File: src/hw/rtl/mlr_pkg.sv
// shared types and constants for the midpoint line rasterizer
// no dependencies; used by midpoint_line_rasterizer
package mlr_pkg;

	localparam int COORD_BITS = 12;
	localparam int DEC_BITS   = COORD_BITS + 4;
	localparam int CNT_BITS   = COORD_BITS + 1;
	localparam int TDATA_BITS = ((2 * COORD_BITS + 7) / 8) * 8;
	localparam int TUSER_BITS = 2;

	typedef logic [COORD_BITS-1:0]   coord_t;
	typedef logic signed [DEC_BITS-1:0] dec_t;
	typedef logic [CNT_BITS-1:0]     cnt_t;

	typedef enum logic [TUSER_BITS-1:0] {
		REQ_MOVE = 2'd0,
		REQ_LINE = 2'd1,
		REQ_STEP = 2'd2
	} req_t;

	// octant pairs, dx >= 0 after the swap
	typedef enum logic [1:0] {
		MODE_X_UP   = 2'd0,
		MODE_Y_UP   = 2'd1,
		MODE_Y_DOWN = 2'd2,
		MODE_X_DOWN = 2'd3
	} mode_t;

endpackage

File: src/hw/rtl/midpoint_line_rasterizer.sv
// midpoint line rasterizer top level: input stage, line setup, pixel stepping, output register
// depends on mlr_pkg
//
// usage:
//   s_axis carries requests: tuser is the request kind (move pen, line to point, step),
//   tdata carries the coordinates. a move sets the pen, a line sets up drawing from the
//   pen to the given point (the pen stays put), each step emits the next pixel of the line.
//   m_axis carries one pixel for each step taken while a line is being drawn; tlast marks
//   the last pixel of the line. the end point on the major axis is not plotted.
//   a step while idle, a move, a line and the unused request code give no item.
// timing:
//   an item is registered at the input, then handled by one pass of setup or step logic
//   into the output register, which drives m_axis_tvalid. one request is taken every cycle
//   unless a stall holds a step; the decision update is one compare and one or two adds.
// reset:
//   arst_n clears the pen, the line state and both valid flags; the block is idle.
// stall:
//   while m_axis_tready is low with a pixel pending, a step waiting in the input stage
//   holds and s_axis_tready drops; requests that give no item still pass.
module midpoint_line_rasterizer (
	input  logic                              clk,
	input  logic                              arst_n,
	input  logic                              s_axis_tvalid,
	output logic                              s_axis_tready,
	input  logic [mlr_pkg::TDATA_BITS-1:0]    s_axis_tdata,  // coord_x, coord_y
	input  logic [mlr_pkg::TUSER_BITS-1:0]    s_axis_tuser,  // req_type
	output logic                              m_axis_tvalid,
	input  logic                              m_axis_tready,
	output logic [mlr_pkg::TDATA_BITS-1:0]    m_axis_tdata,  // pixel_x, pixel_y
	output logic                              m_axis_tlast   // last_pixel
);

	localparam int CB = mlr_pkg::COORD_BITS;
	localparam int DB = mlr_pkg::DEC_BITS;
	localparam int NB = mlr_pkg::CNT_BITS;

	// input stage
	logic                      valid_s1;
	mlr_pkg::req_t             req_s1;
	mlr_pkg::coord_t           x_s1, y_s1;

	// line state
	mlr_pkg::coord_t           pen_x_q, pen_y_q, cur_x_q, cur_y_q;
	mlr_pkg::coord_t           dx_q, ady_q;
	mlr_pkg::dec_t             dec_q;
	mlr_pkg::cnt_t             remaining_q;
	mlr_pkg::mode_t            mode_q;
	logic                      drawing_q;

	// output register
	logic                      out_valid_q;
	mlr_pkg::coord_t           out_x_q, out_y_q;
	logic                      out_last_q;

	logic                      emit, fire;

	// setup
	logic                      swap;
	mlr_pkg::coord_t           sx, sy, ex, ey, dx, ady;
	logic signed [CB:0]        dy;
	logic                      dy_neg, zero_len;
	mlr_pkg::mode_t            mode_n;
	mlr_pkg::dec_t             dxe, adye, dec_init;
	mlr_pkg::cnt_t             rem_init;

	// step
	mlr_pkg::dec_t             dx2, dy2, dec_next;
	mlr_pkg::coord_t           cur_x_next, cur_y_next;
	logic                      last;

	assign emit = (req_s1 == mlr_pkg::REQ_STEP) && drawing_q;
	assign fire = valid_s1 && (!emit || !out_valid_q || m_axis_tready);
	assign s_axis_tready = !valid_s1 || fire;

	always_comb begin
		swap = pen_x_q > x_s1;
		sx = swap ? x_s1 : pen_x_q;
		sy = swap ? y_s1 : pen_y_q;
		ex = swap ? pen_x_q : x_s1;
		ey = swap ? pen_y_q : y_s1;
		dx = ex - sx;
		dy = $signed({1'b0, ey}) - $signed({1'b0, sy});
		dy_neg = dy[CB];
		ady = dy_neg ? CB'(-dy) : CB'(dy);
		zero_len = (dx == '0) && (ady == '0);
		dxe = $signed({{(DB-CB){1'b0}}, dx});
		adye = $signed({{(DB-CB){1'b0}}, ady});
		if (!dy_neg && ady <= dx) begin
			mode_n = mlr_pkg::MODE_X_UP;
		end else if (!dy_neg) begin
			mode_n = mlr_pkg::MODE_Y_UP;
		end else if (ady > dx) begin
			mode_n = mlr_pkg::MODE_Y_DOWN;
		end else begin
			mode_n = mlr_pkg::MODE_X_DOWN;
		end
		unique case (mode_n)
			mlr_pkg::MODE_X_UP: begin
				dec_init = dxe - adye - adye;
				rem_init = NB'(dx);
			end
			mlr_pkg::MODE_Y_UP: begin
				dec_init = dxe + dxe - adye;
				rem_init = NB'(ady);
			end
			mlr_pkg::MODE_Y_DOWN: begin
				dec_init = adye - dxe - dxe;
				rem_init = NB'(ady);
			end
			default: begin
				dec_init = adye + adye - dxe;
				rem_init = NB'(dx);
			end
		endcase
	end

	always_comb begin
		dx2 = $signed({{(DB-CB-1){1'b0}}, dx_q, 1'b0});
		dy2 = $signed({{(DB-CB-1){1'b0}}, ady_q, 1'b0});
		cur_x_next = cur_x_q;
		cur_y_next = cur_y_q;
		dec_next = dec_q;
		unique case (mode_q)
			mlr_pkg::MODE_X_UP: begin
				if (dec_q < 0) begin
					cur_y_next = cur_y_q + 1'b1;
					dec_next = dec_q + dx2 - dy2;
				end else begin
					dec_next = dec_q - dy2;
				end
				cur_x_next = cur_x_q + 1'b1;
			end
			mlr_pkg::MODE_Y_UP: begin
				if (dec_q >= 0) begin
					cur_x_next = cur_x_q + 1'b1;
					dec_next = dec_q + dx2 - dy2;
				end else begin
					dec_next = dec_q + dx2;
				end
				cur_y_next = cur_y_q + 1'b1;
			end
			mlr_pkg::MODE_Y_DOWN: begin
				if (dec_q < 0) begin
					cur_x_next = cur_x_q + 1'b1;
					dec_next = dec_q + dy2 - dx2;
				end else begin
					dec_next = dec_q - dx2;
				end
				cur_y_next = cur_y_q - 1'b1;
			end
			default: begin
				if (dec_q > 0) begin
					cur_y_next = cur_y_q - 1'b1;
					dec_next = dec_q + dy2 - dx2;
				end else begin
					dec_next = dec_q + dy2;
				end
				cur_x_next = cur_x_q + 1'b1;
			end
		endcase
		last = remaining_q <= NB'(1);
	end

	always_ff @(posedge clk or negedge arst_n) begin
		if (!arst_n) begin
			valid_s1 <= 1'b0;
		end else if (s_axis_tready) begin
			valid_s1 <= s_axis_tvalid;
		end
	end

	always_ff @(posedge clk) begin
		if (s_axis_tready && s_axis_tvalid) begin
			req_s1 <= mlr_pkg::req_t'(s_axis_tuser);
			x_s1 <= s_axis_tdata[CB-1:0];
			y_s1 <= s_axis_tdata[2*CB-1:CB];
		end
	end

	always_ff @(posedge clk or negedge arst_n) begin
		if (!arst_n) begin
			pen_x_q <= '0;
			pen_y_q <= '0;
			cur_x_q <= '0;
			cur_y_q <= '0;
			dx_q <= '0;
			ady_q <= '0;
			dec_q <= '0;
			remaining_q <= '0;
			mode_q <= mlr_pkg::MODE_X_UP;
			drawing_q <= 1'b0;
		end else if (fire) begin
			unique case (req_s1)
				mlr_pkg::REQ_MOVE: begin
					pen_x_q <= x_s1;
					pen_y_q <= y_s1;
				end
				mlr_pkg::REQ_LINE: begin
					drawing_q <= !zero_len;
					if (!zero_len) begin
						mode_q <= mode_n;
						dec_q <= dec_init;
						remaining_q <= rem_init;
						dx_q <= dx;
						ady_q <= ady;
						cur_x_q <= sx;
						cur_y_q <= sy;
					end
				end
				mlr_pkg::REQ_STEP: begin
					if (drawing_q) begin
						if (last) begin
							remaining_q <= '0;
							drawing_q <= 1'b0;
						end else begin
							remaining_q <= remaining_q - 1'b1;
							cur_x_q <= cur_x_next;
							cur_y_q <= cur_y_next;
							dec_q <= dec_next;
						end
					end
				end
				default: begin
				end
			endcase
		end
	end

	always_ff @(posedge clk or negedge arst_n) begin
		if (!arst_n) begin
			out_valid_q <= 1'b0;
		end else if (fire && emit) begin
			out_valid_q <= 1'b1;
		end else if (m_axis_tready) begin
			out_valid_q <= 1'b0;
		end
	end

	always_ff @(posedge clk) begin
		if (fire && emit) begin
			out_x_q <= cur_x_q;
			out_y_q <= cur_y_q;
			out_last_q <= last;
		end
	end

	assign m_axis_tvalid = out_valid_q;
	assign m_axis_tdata = mlr_pkg::TDATA_BITS'({out_y_q, out_x_q});
	assign m_axis_tlast = out_last_q;

endmodule

File: config.mk
export PLATFORM = sky130hd
export DESIGN_NAME = midpoint_line_rasterizer
export DESIGN_NICKNAME = d
export VERILOG_FILES = /design/src/hw/rtl/mlr_pkg.sv /design/src/hw/rtl/midpoint_line_rasterizer.sv
export SDC_FILE = /design/constraint.sdc
export NUM_CORES = 1
export LEC_CHECK = 0
export ABC_CLOCK_PERIOD_IN_PS = 10250
export BUFFER_PORTS_ARGS = -buffer_cell sky130_fd_sc_hd__buf_4
export CAP_MARGIN = 20
export CORE_MARGIN = 5
export CORE_UTILIZATION = 61
export DETAILED_ROUTE_END_ITERATION = 10
export PLACE_DENSITY = 0.83
export SLEW_MARGIN = 5
export SYNTH_ARGS = -nofsm -noshare
export SYNTH_HDL_FRONTEND = slang
export SYNTH_SLANG_ARGS = --single-unit
File: constraint.sdc
create_clock -name clk -period 10.25 [get_ports clk]
set_input_delay 0.5125 -clock clk [delete_from_list [all_inputs] [get_ports clk]]
set_output_delay 0.5125 -clock clk [all_outputs]
set_load 0.005 [all_outputs]
==> flow_metrics.tcl, run 1 <==
set metrics [dict create \
    skew_ns 0.01612 \
    cp.arrival_ns 9.28 \
    ys_types 107 \
    start_util 0.6221 \
    synth-main-ff-cell "dfrtp_1" \
    clockRootBuffer "clkbuf_16" \
    crit_family "compound AO/OA/AOI/OAI gates" \
    worst_setup_path_start_kind "register" \
    cts.clk_slew.worst_paths_ns 0.08 \
    die_height_um 179.0 \
    num_rows 61 \
    finalCritPeriodShare 0.8722 \
    hold_violations 0 \
    drv_cap 0 \
    gp_congestion 1.044 \
    yosysTopAreaCell "dfrtp_1" \
    final_max_slew_viol_count 0 \
    crit_fanout 19 \
    crit_buf_inv 4 \
    avgSynthCellArea_um2 8.041 \
    crit_required_ns 10.58 \
    io_pins 57 \
    endpoint_kind "register" \
    synthesis.area_mm2 0.01742 \
    drt.antenna.violating_nets 0 \
    crit_slowest_cell "ha_1" \
    dp_slack_ns 1.635 \
    gr-total-overflow 0 \
    cts_tree "yes" \
    multi_input_area_mm2 0.01222 \
    cts_buffer_depth 2 \
    mostFrequentLayoutCells "nand2_1 (222), a21oi_1 (195), nor2_1 (183)" \
    largest-register "dec_q" \
    wl_mm 50.43 \
    first_pass_iters 8 \
    reg_top3 "dec_q (16), remaining_q (13)" \
    synth_top_area_frac 0.1522 \
    hold_buffers 0 \
    max_clock_freq_mhz 111.9 \
    ys_top_cells_by_area "dfrtp_1 (15%), ha_1 (12%), edfxtp_1 (8.8%)" \
    regArea_mm2 0.004184 \
    post-route-min-period_ns 8.940 \
    largest_reg_flops 16 \
    slew-limit-headroom 0.3164 \
    antenna_found_initial 0 \
    dr_total_vias 16290 \
    rsz0062_at_grt "false" \
    areaGrowthSynthToFinish_pct 6.894 \
    synth-edff-count 51 \
    yosysWarnings 0 \
    status "finished clean" \
    die_area_mm2 0.03204 \
    post_cts_buffers 0 \
    clk_latency_ns 0.45 \
    synth_fp_nets 2384 \
    core_mm2 0.02801 \
    fillers 2294 \
    cts_resized 0 \
    worst_slack_ns 1.310 \
    grt_pass1_vias 15090 \
    drc_errors 0 \
    h-tree-depth 4 \
    holdWs_ns 0.06460 \
    setup_tns_ns 0 \
    critPathKind "register to register" \
    synthArstFlopShare 0.6752 \
    yosysSeqAreaShare 0.2401 \
    final_common_cell "nand2_1" \
    worst_pin_slew_ns 1.012 \
    drt_iter0_markers 1774 \
    slowest_delay_ns 0.58 \
    drive_gt1_frac 0.08570 \
    fp.dieW_um 179.0 \
    place_hpwl_mm 38.24 \
    fin_nets 2386 \
    clock_sinks 157 \
    viasPerCell 6.364 \
    port_buffers 56 \
    grt_max_degree 78 \
    min_path_type "primary input to async pin" \
    setup-violations-final 0 \
    diodes 0 \
    crit_top_cell "a21oi_1" \
    grt_pass1_wl_mm 79.70 \
    cts_made_buffers 17 \
    avgRoutedWirePerCell_um 19.70 \
    synth_seq_cells 157 \
    grt.total_usage 0.3115 \
    synthCells 2167 \
]
through the flow:
step                      area (um^2)  instances    util
final                           18630       2560  0.6649
after global routing            18630       2560  0.6649
after CTS                       18630       2560  0.6649
after detailed placement        18070       2528  0.6453
after global placement          18070       2528  0.6453
after floorplan                 17420       2167       -
area by class of cell:
cell class | count | share of cell area
clock inverters | 13 | 0.005777
well taps | 378 | 0.02539
multi-input cells | 1756 | 0.6561
inverters | 155 | 0.03130
flip-flops and latches | 157 | 0.2246
clock buffers | 19 | 0.02378
repair buffers | 82 | 0.03305
cells by family (layout without fill, tap and decap cells):
family | after synthesis | in the layout | synth area share
AOI/OAI and AO/OA | 679 | 679 | 0.2538
xor gates and xnor gates | 152 | 152 | 0.07834
adders and majority gates | 202 | 202 | 0.1485
buffers and inverters | 254 | 269 | 0.05946
DFF | 157 | 157 | 0.2401
muxes | 65 | 65 | 0.04445
and+or+nand+nor | 658 | 658 | 0.1754
per-layer routing:
layer  part of all wire  global-route usage
met5                  0                   0
met4              0.029             0.09530
met3              0.081             0.04914
met2               0.46              0.4947
met1               0.43              0.4387
worst reg2reg max path: cells and delay by family (launching register included):
kind	cells	cell delay, ns
compound gates	18	3.31
fa+ha+maj	4	1.76
simple gates	5	1.41
buf+inv	4	1.06
xor+xnor	1	0.58
flops	1	0.45
mux	1	0.25
cell usage after synthesis, types with 16 or more instances:
master,number
and2_1,17
dfrtp_1,106
buf_2,20
nand2_1,222
edfxtp_1,51
ha_1,174
inv_1,149
nand3_1,35
and3_1,17
o21bai_1,25
a21o_1,49
a21oi_1,195
o21ai_1,23
nor2b_1,45
clkbuf_1,61
a211oi_1,23
xnor2_1,101
nor3_1,43
nor2_1,183
o21ai_0,170
nand2b_1,35
mux2_2,16
a21boi_0,19
mux2i_1,38
xor2_1,48
final timing paths:
check / startpoint / to / slack [ns] / depth (start not counted)
max in group asynchronous: arst_n / dx_q[8] / 8.86 / 2
worst max register to register: x_s1[0] / dec_q[8] / 1.31 / 33
worst max-delay path: x_s1[0] / dec_q[8] / 1.31 / 33
worst min-delay path: arst_n / cur_y_q[5] / 0.06 / 1
min in group clk: s_axis_tdata[16] / y_s1[4] / 0.24 / 1
worst min register to register: cur_x_q[6] / out_x_q[6] / 0.49 / 0
Power of run 1 is left out: the tool's default activity adds up to more than one toggle a clock period on the data nets, which glitch-free logic cannot reach.
==> inputs of run 2 (changes only) <==
- CELL_PAD_IN_SITES_DETAIL_PLACEMENT: default -> 1
- CELL_PAD_IN_SITES_GLOBAL_PLACEMENT: default -> 1
- CORE_UTILIZATION: 61 -> 49
- PLACE_DENSITY: 0.83 -> 0.87
- SLEW_MARGIN: 5 -> default
==> run 2 against run 1 <==
Worst setup slack worse by 0.091 ns. Hold slack gained 0.096 ns. Critical path depth unchanged. Cell area increased by 0.83%. Critical path type unchanged. Fmax decreased by 1.0%. Core utilization shrank 13 points. Critical endpoint unchanged.
==> flow_metrics.tcl, run 2 (synthesized netlist as in run 1, its figures left out) <==
set metrics [dict create \
    slowest_delay_ns 0.84 \
    core_mm2 0.03531 \
    cts_resized 0 \
    port_buffers 56 \
    rsz0062_at_grt "false" \
    diodes 0 \
    cts_tree "yes" \
    r2r-start "x_s1[3]" \
    largest-register "dec_q" \
    r2r_slack_ns 1.22 \
    final_common_cell "nand2_1" \
    reg_top3 "dec_q (16), remaining_q (13)" \
    worstReg2RegEnd "dec_q[8]" \
    skew_ns 0.01291 \
    viasPerCell 6.272 \
    hold_violations 0 \
    hold_buffers 0 \
    cts_buffer_depth 2 \
    mostFrequentLayoutCells "nand2_1 (222), a21oi_1 (195), nor2_1 (183)" \
    crit_required_ns 10.60 \
    crit_buf_inv 5 \
    post_cts_buffers 0 \
    cp.arrival_ns 9.38 \
    drt.antenna.violating_nets 0 \
    final_max_slew_viol_count 0 \
    drive_gt1_frac 0.08741 \
    io_pins 57 \
    drv_cap 0 \
    endpoint_kind "register" \
    dr_total_vias 16600 \
    largest_reg_flops 16 \
    drt_iter0_markers 1144 \
    max_clock_freq_mhz 110.7 \
    worst_setup_path_start_kind "register" \
    worst_pin_slew_ns 1.020 \
    clockRootBuffer "clkbuf_16" \
    die_height_um 198.6 \
    clock_sinks 157 \
    die_area_mm2 0.03943 \
    setup_tns_ns 0 \
    avgRoutedWirePerCell_um 22.53 \
    fin_nets 2389 \
    start_util 0.4935 \
    slew-limit-headroom 0.3202 \
    gr-total-overflow 0 \
    finalCritPeriodShare 0.8811 \
    areaGrowthSynthToFinish_pct 7.784 \
    antenna_found_initial 0 \
    clk_latency_ns 0.45 \
    crit_family "compound AO/OA/AOI/OAI gates" \
    setup-violations-final 0 \
    gp_congestion 0.9638 \
    worst-r2r-cell-count 33 \
    grt_max_degree 77 \
    drc_errors 0 \
    cts_made_buffers 17 \
    crit_slowest_cell "ha_1" \
    cts.clk_slew.worst_paths_ns 0.08 \
    post-route-min-period_ns 9.032 \
    first_pass_iters 7 \
    grt_pass1_vias 17040 \
    crit_fanout 19 \
    critPathKind "register to register" \
    place_hpwl_mm 45.60 \
    h-tree-depth 4 \
    min_path_type "primary input to async pin" \
    fp.dieW_um 198.6 \
    grt_pass1_wl_mm 93.85 \
    grt.total_usage 0.2969 \
    wl_mm 59.62 \
    status "finished clean" \
    fillers 4296 \
    num_rows 69 \
]
==> run 2: cell count changes in the layout (fill, tap and decap cells not counted), sizes merged <==
cell	before	now
buf	82	85
bufinv	0	1
clkbuf	19	17
clkinv	7	10
clkinvlp	3	1
==> run 2: layout make-up <==
cell class | instances | area, um^2 | share of cell area
Clock buffer | 17 | 425.4 | 0.02265
Clock inverter | 15 | 156.4 | 0.008328
Inverter | 155 | 583.1 | 0.03105
Multi-Input combinational cell | 1756 | 12220 | 0.6506
Sequential cell | 157 | 4184 | 0.2228
Tap cell | 461 | 576.8 | 0.03071
Timing Repair Buffer | 85 | 635.6 | 0.03384
==> run 2: stage by stage <==
step / instances / utilization / setup slack [ns] / instance area, um^2 / hold slack [ns]
CTS: 2645 / 0.5317 / 1.414 / 18780 / 0.2048
floorplan: 2167 / - / 2.777 / 17420 / 0.2169
global placement: 2613 / 0.5153 / 1.862 / 18190 / 0.4552
finish: 2646 / 0.5319 / 1.218 / 18780 / 0.1603
detailed placement: 2613 / 0.5153 / 1.491 / 18190 / 0.4680
global route: 2646 / 0.5319 / 0.7734 / 18780 / 0.2175
==> run 2: worst max-delay path by stage <==
stage | start | to | slack [ns] | depth (start not counted)
3_3_place_gp | x_s1[0] | dec_q[8] | 1.86 | 31
6_report | x_s1[3] | dec_q[8] | 1.22 | 33
5_1_grt | pen_x_q[10] | dec_q[9] | 0.77 | 33
3_5_place_dp | x_s1[3] | dec_q[8] | 1.49 | 33
2_1_floorplan | x_s1[3] | dec_q[15] | 2.78 | 37
4_1_cts | pen_x_q[10] | dec_q[8] | 1.41 | 32
==> run 2: worst reg2reg max path: cells and delay by family (launching register included) <==
family,cells,cell delay [ns]
AOI/OAI and AO/OA,17,2.99
xor gates and xnor gates,1,0.57
adders and majority gates,4,1.92
buffers and inverters,5,1.12
DFF,1,0.45
muxes,1,0.27
and+or+nand+nor,5,1.58
==> run 2: per-layer routing <==
layer / routed length [um] / share of wire / vias to the layer above / track usage
met5: 0 / 0 / - / 0
met4: 1281 / 0.021 / 0 / 0.06940
met3: 2880 / 0.048 / 96 / 0.03506
met2: 29020 / 0.49 / 445 / 0.5046
met1: 26430 / 0.44 / 8324 / 0.4071
li1: - / - / 7730 / -
Power of run 2 is left out for the same reason.
==> inputs of run 3 (changes only) <==
==> constraint.sdc (replaced) <==
create_clock -name clk -period 10.25 [get_ports clk]
set_input_delay 1.5375 -clock clk [delete_from_list [all_inputs] [get_ports clk]]
set_output_delay 1.5375 -clock clk [all_outputs]
set_load 0.005 [all_outputs]
==> run 3 against run 2 <==
Critical path depth did not move. Die area did not move. Core utilization rose by 0.082 points. Routed wire length barely moved. Fmax fell by 2.9%. Sequential cell count did not move. Clock skew rose by 0.0038 ns. Hold slack improved by 0.33 ns. Largest cell class unchanged.
==> flow_metrics.tcl, run 3 (synthesized netlist as in run 1, its figures left out) <==
set metrics [dict create \
    fillers 4305 \
    cts.clk_slew.worst_paths_ns 0.08 \
    cts_buffer_depth 2 \
    mostFrequentLayoutCells "nand2_1 (222), a21oi_1 (195), nor2_1 (183)" \
    core_mm2 0.03531 \
    start_util 0.4935 \
    drc_errors 0 \
    die_height_um 198.6 \
    grt.total_usage 0.2973 \
    worstReg2RegEnd "dec_q[13]" \
    clk_latency_ns 0.46 \
    post_cts_buffers 0 \
    max_clock_freq_mhz 107.5 \
    endpoint_kind "register" \
    h-tree-depth 4 \
    cts_tree "yes" \
    worst_pin_slew_ns 1.074 \
    hold_path.startpoint "cur_y_q[3]" \
    slew-limit-headroom 0.2746 \
    gp_congestion 0.9683 \
    largest_reg_flops 16 \
    route.met2.wl_mm 28.45 \
    first_pass_iters 7 \
    grt_pass1_wl_mm 93.63 \
    grt_max_degree 77 \
    cp.arrival_ns 9.67 \
    drive_gt1_frac 0.08612 \
    slowest_delay_ns 0.71 \
    post-route-min-period_ns 9.300 \
    crit_slowest_cell "xnor2_1" \
    antenna_found_initial 0 \
    r2r-start "x_s1[0]" \
    crit_required_ns 10.62 \
    port_buffers 56 \
    clock_sinks 157 \
    largest-register "dec_q" \
    areaGrowthSynthToFinish_pct 7.949 \
    fin_nets 2387 \
    worst-r2r-cell-count 33 \
    final_common_cell "nand2_1" \
    crit_buf_inv 4 \
    setup_tns_ns 0 \
    die_area_mm2 0.03943 \
    hold_violations 0 \
    cts_made_buffers 17 \
    drv_cap 0 \
    drt_iter0_markers 987 \
    critPathKind "register to register" \
    dr_total_vias 16470 \
    io_pins 57 \
    min_path_type "register to register" \
    highest-signal-layer "met4" \
    drt.antenna.violating_nets 0 \
    clockRootBuffer "clkbuf_16" \
    crit_family "compound AO/OA/AOI/OAI gates" \
    crit_fanout 16 \
    num_rows 69 \
    rsz0062_at_grt "false" \
    skew_ns 0.01676 \
    final_max_slew_viol_count 0 \
    cts_resized 0 \
    gr-total-overflow 0 \
    min_to "out_y_q[3]" \
    met1_length_mm 26.34 \
    diodes 0 \
    crit_top_cell "a21oi_1" \
    grt_pass1_vias 17080 \
    crit_start "x_s1[0]" \
    fp.dieW_um 198.6 \
    setup-violations-final 0 \
    viasPerCell 6.230 \
    hold_buffers 0 \
    wl_met3_mm 2.861 \
    status "finished clean" \
    wl_mm 59.57 \
    hold_depth 0 \
    r2r_slack_ns 0.95 \
    place_hpwl_mm 46.16 \
    avgRoutedWirePerCell_um 22.53 \
    finalCritPeriodShare 0.9074 \
    reg_top3 "dec_q (16), remaining_q (13)" \
    worst_setup_path_start_kind "register" \
]
[run 3: stage by stage]
stage / std cells / cell area (um^2) / setup slack (ns) / utilization / hold WS, ns
floorplan: 2167 / 17420 / 2.777 / - / 0.4394
global placement: 2612 / 18190 / 1.547 / 0.5150 / 0.4545
detailed placement: 2612 / 18190 / 1.201 / 0.5150 / 0.4722
CTS: 2644 / 18810 / 1.082 / 0.5327 / 0.4874
global route: 2644 / 18810 / 0.3730 / 0.5327 / 0.5005
finish: 2644 / 18810 / 0.9496 / 0.5327 / 0.4864
[run 3: how the worst max path moves through the flow]
stage                            to  cells after the start  slack [ns]
after detailed placement  dec_q[13]                     33        1.20
after CTS                 dec_q[13]                     33        1.08
after global placement    dec_q[15]                     33        1.55
after floorplan           dec_q[15]                     37        2.78
after global routing      dec_q[13]                     34        0.37
final                     dec_q[13]                     33        0.95
[run 3: cell type report]
cell class,count,area (um^2),area share
Inverter,155,583.1,0.03100
Sequential cell,157,4184,0.2224
Clock buffer,17,425.4,0.02262
Timing Repair Buffer,83,623.1,0.03313
Tap cell,461,576.8,0.03067
Clock inverter,15,197.7,0.01051
Multi-Input combinational cell,1756,12220,0.6496
[run 3: layer usage]
metal | global-route usage | vias to the layer above
met5 | 0 | -
met4 | 0.1008 | 0
met3 | 0.04844 | 121
met2 | 0.4960 | 435
met1 | 0.3940 | 8181
li1 | - | 7735
[run 3: worst reg2reg max path, delay by kind of cell, from the launching register on]
kind                       cells  cell delay [ns]
and+or+nand+nor                6             1.87
AOI/OAI and AO/OA             18             3.30
adders and majority gates      4             1.82
buffers and inverters          4             1.06
DFF                            1             0.45
xor gates and xnor gates       1             0.71
Power of run 3 is left out for the same reason.
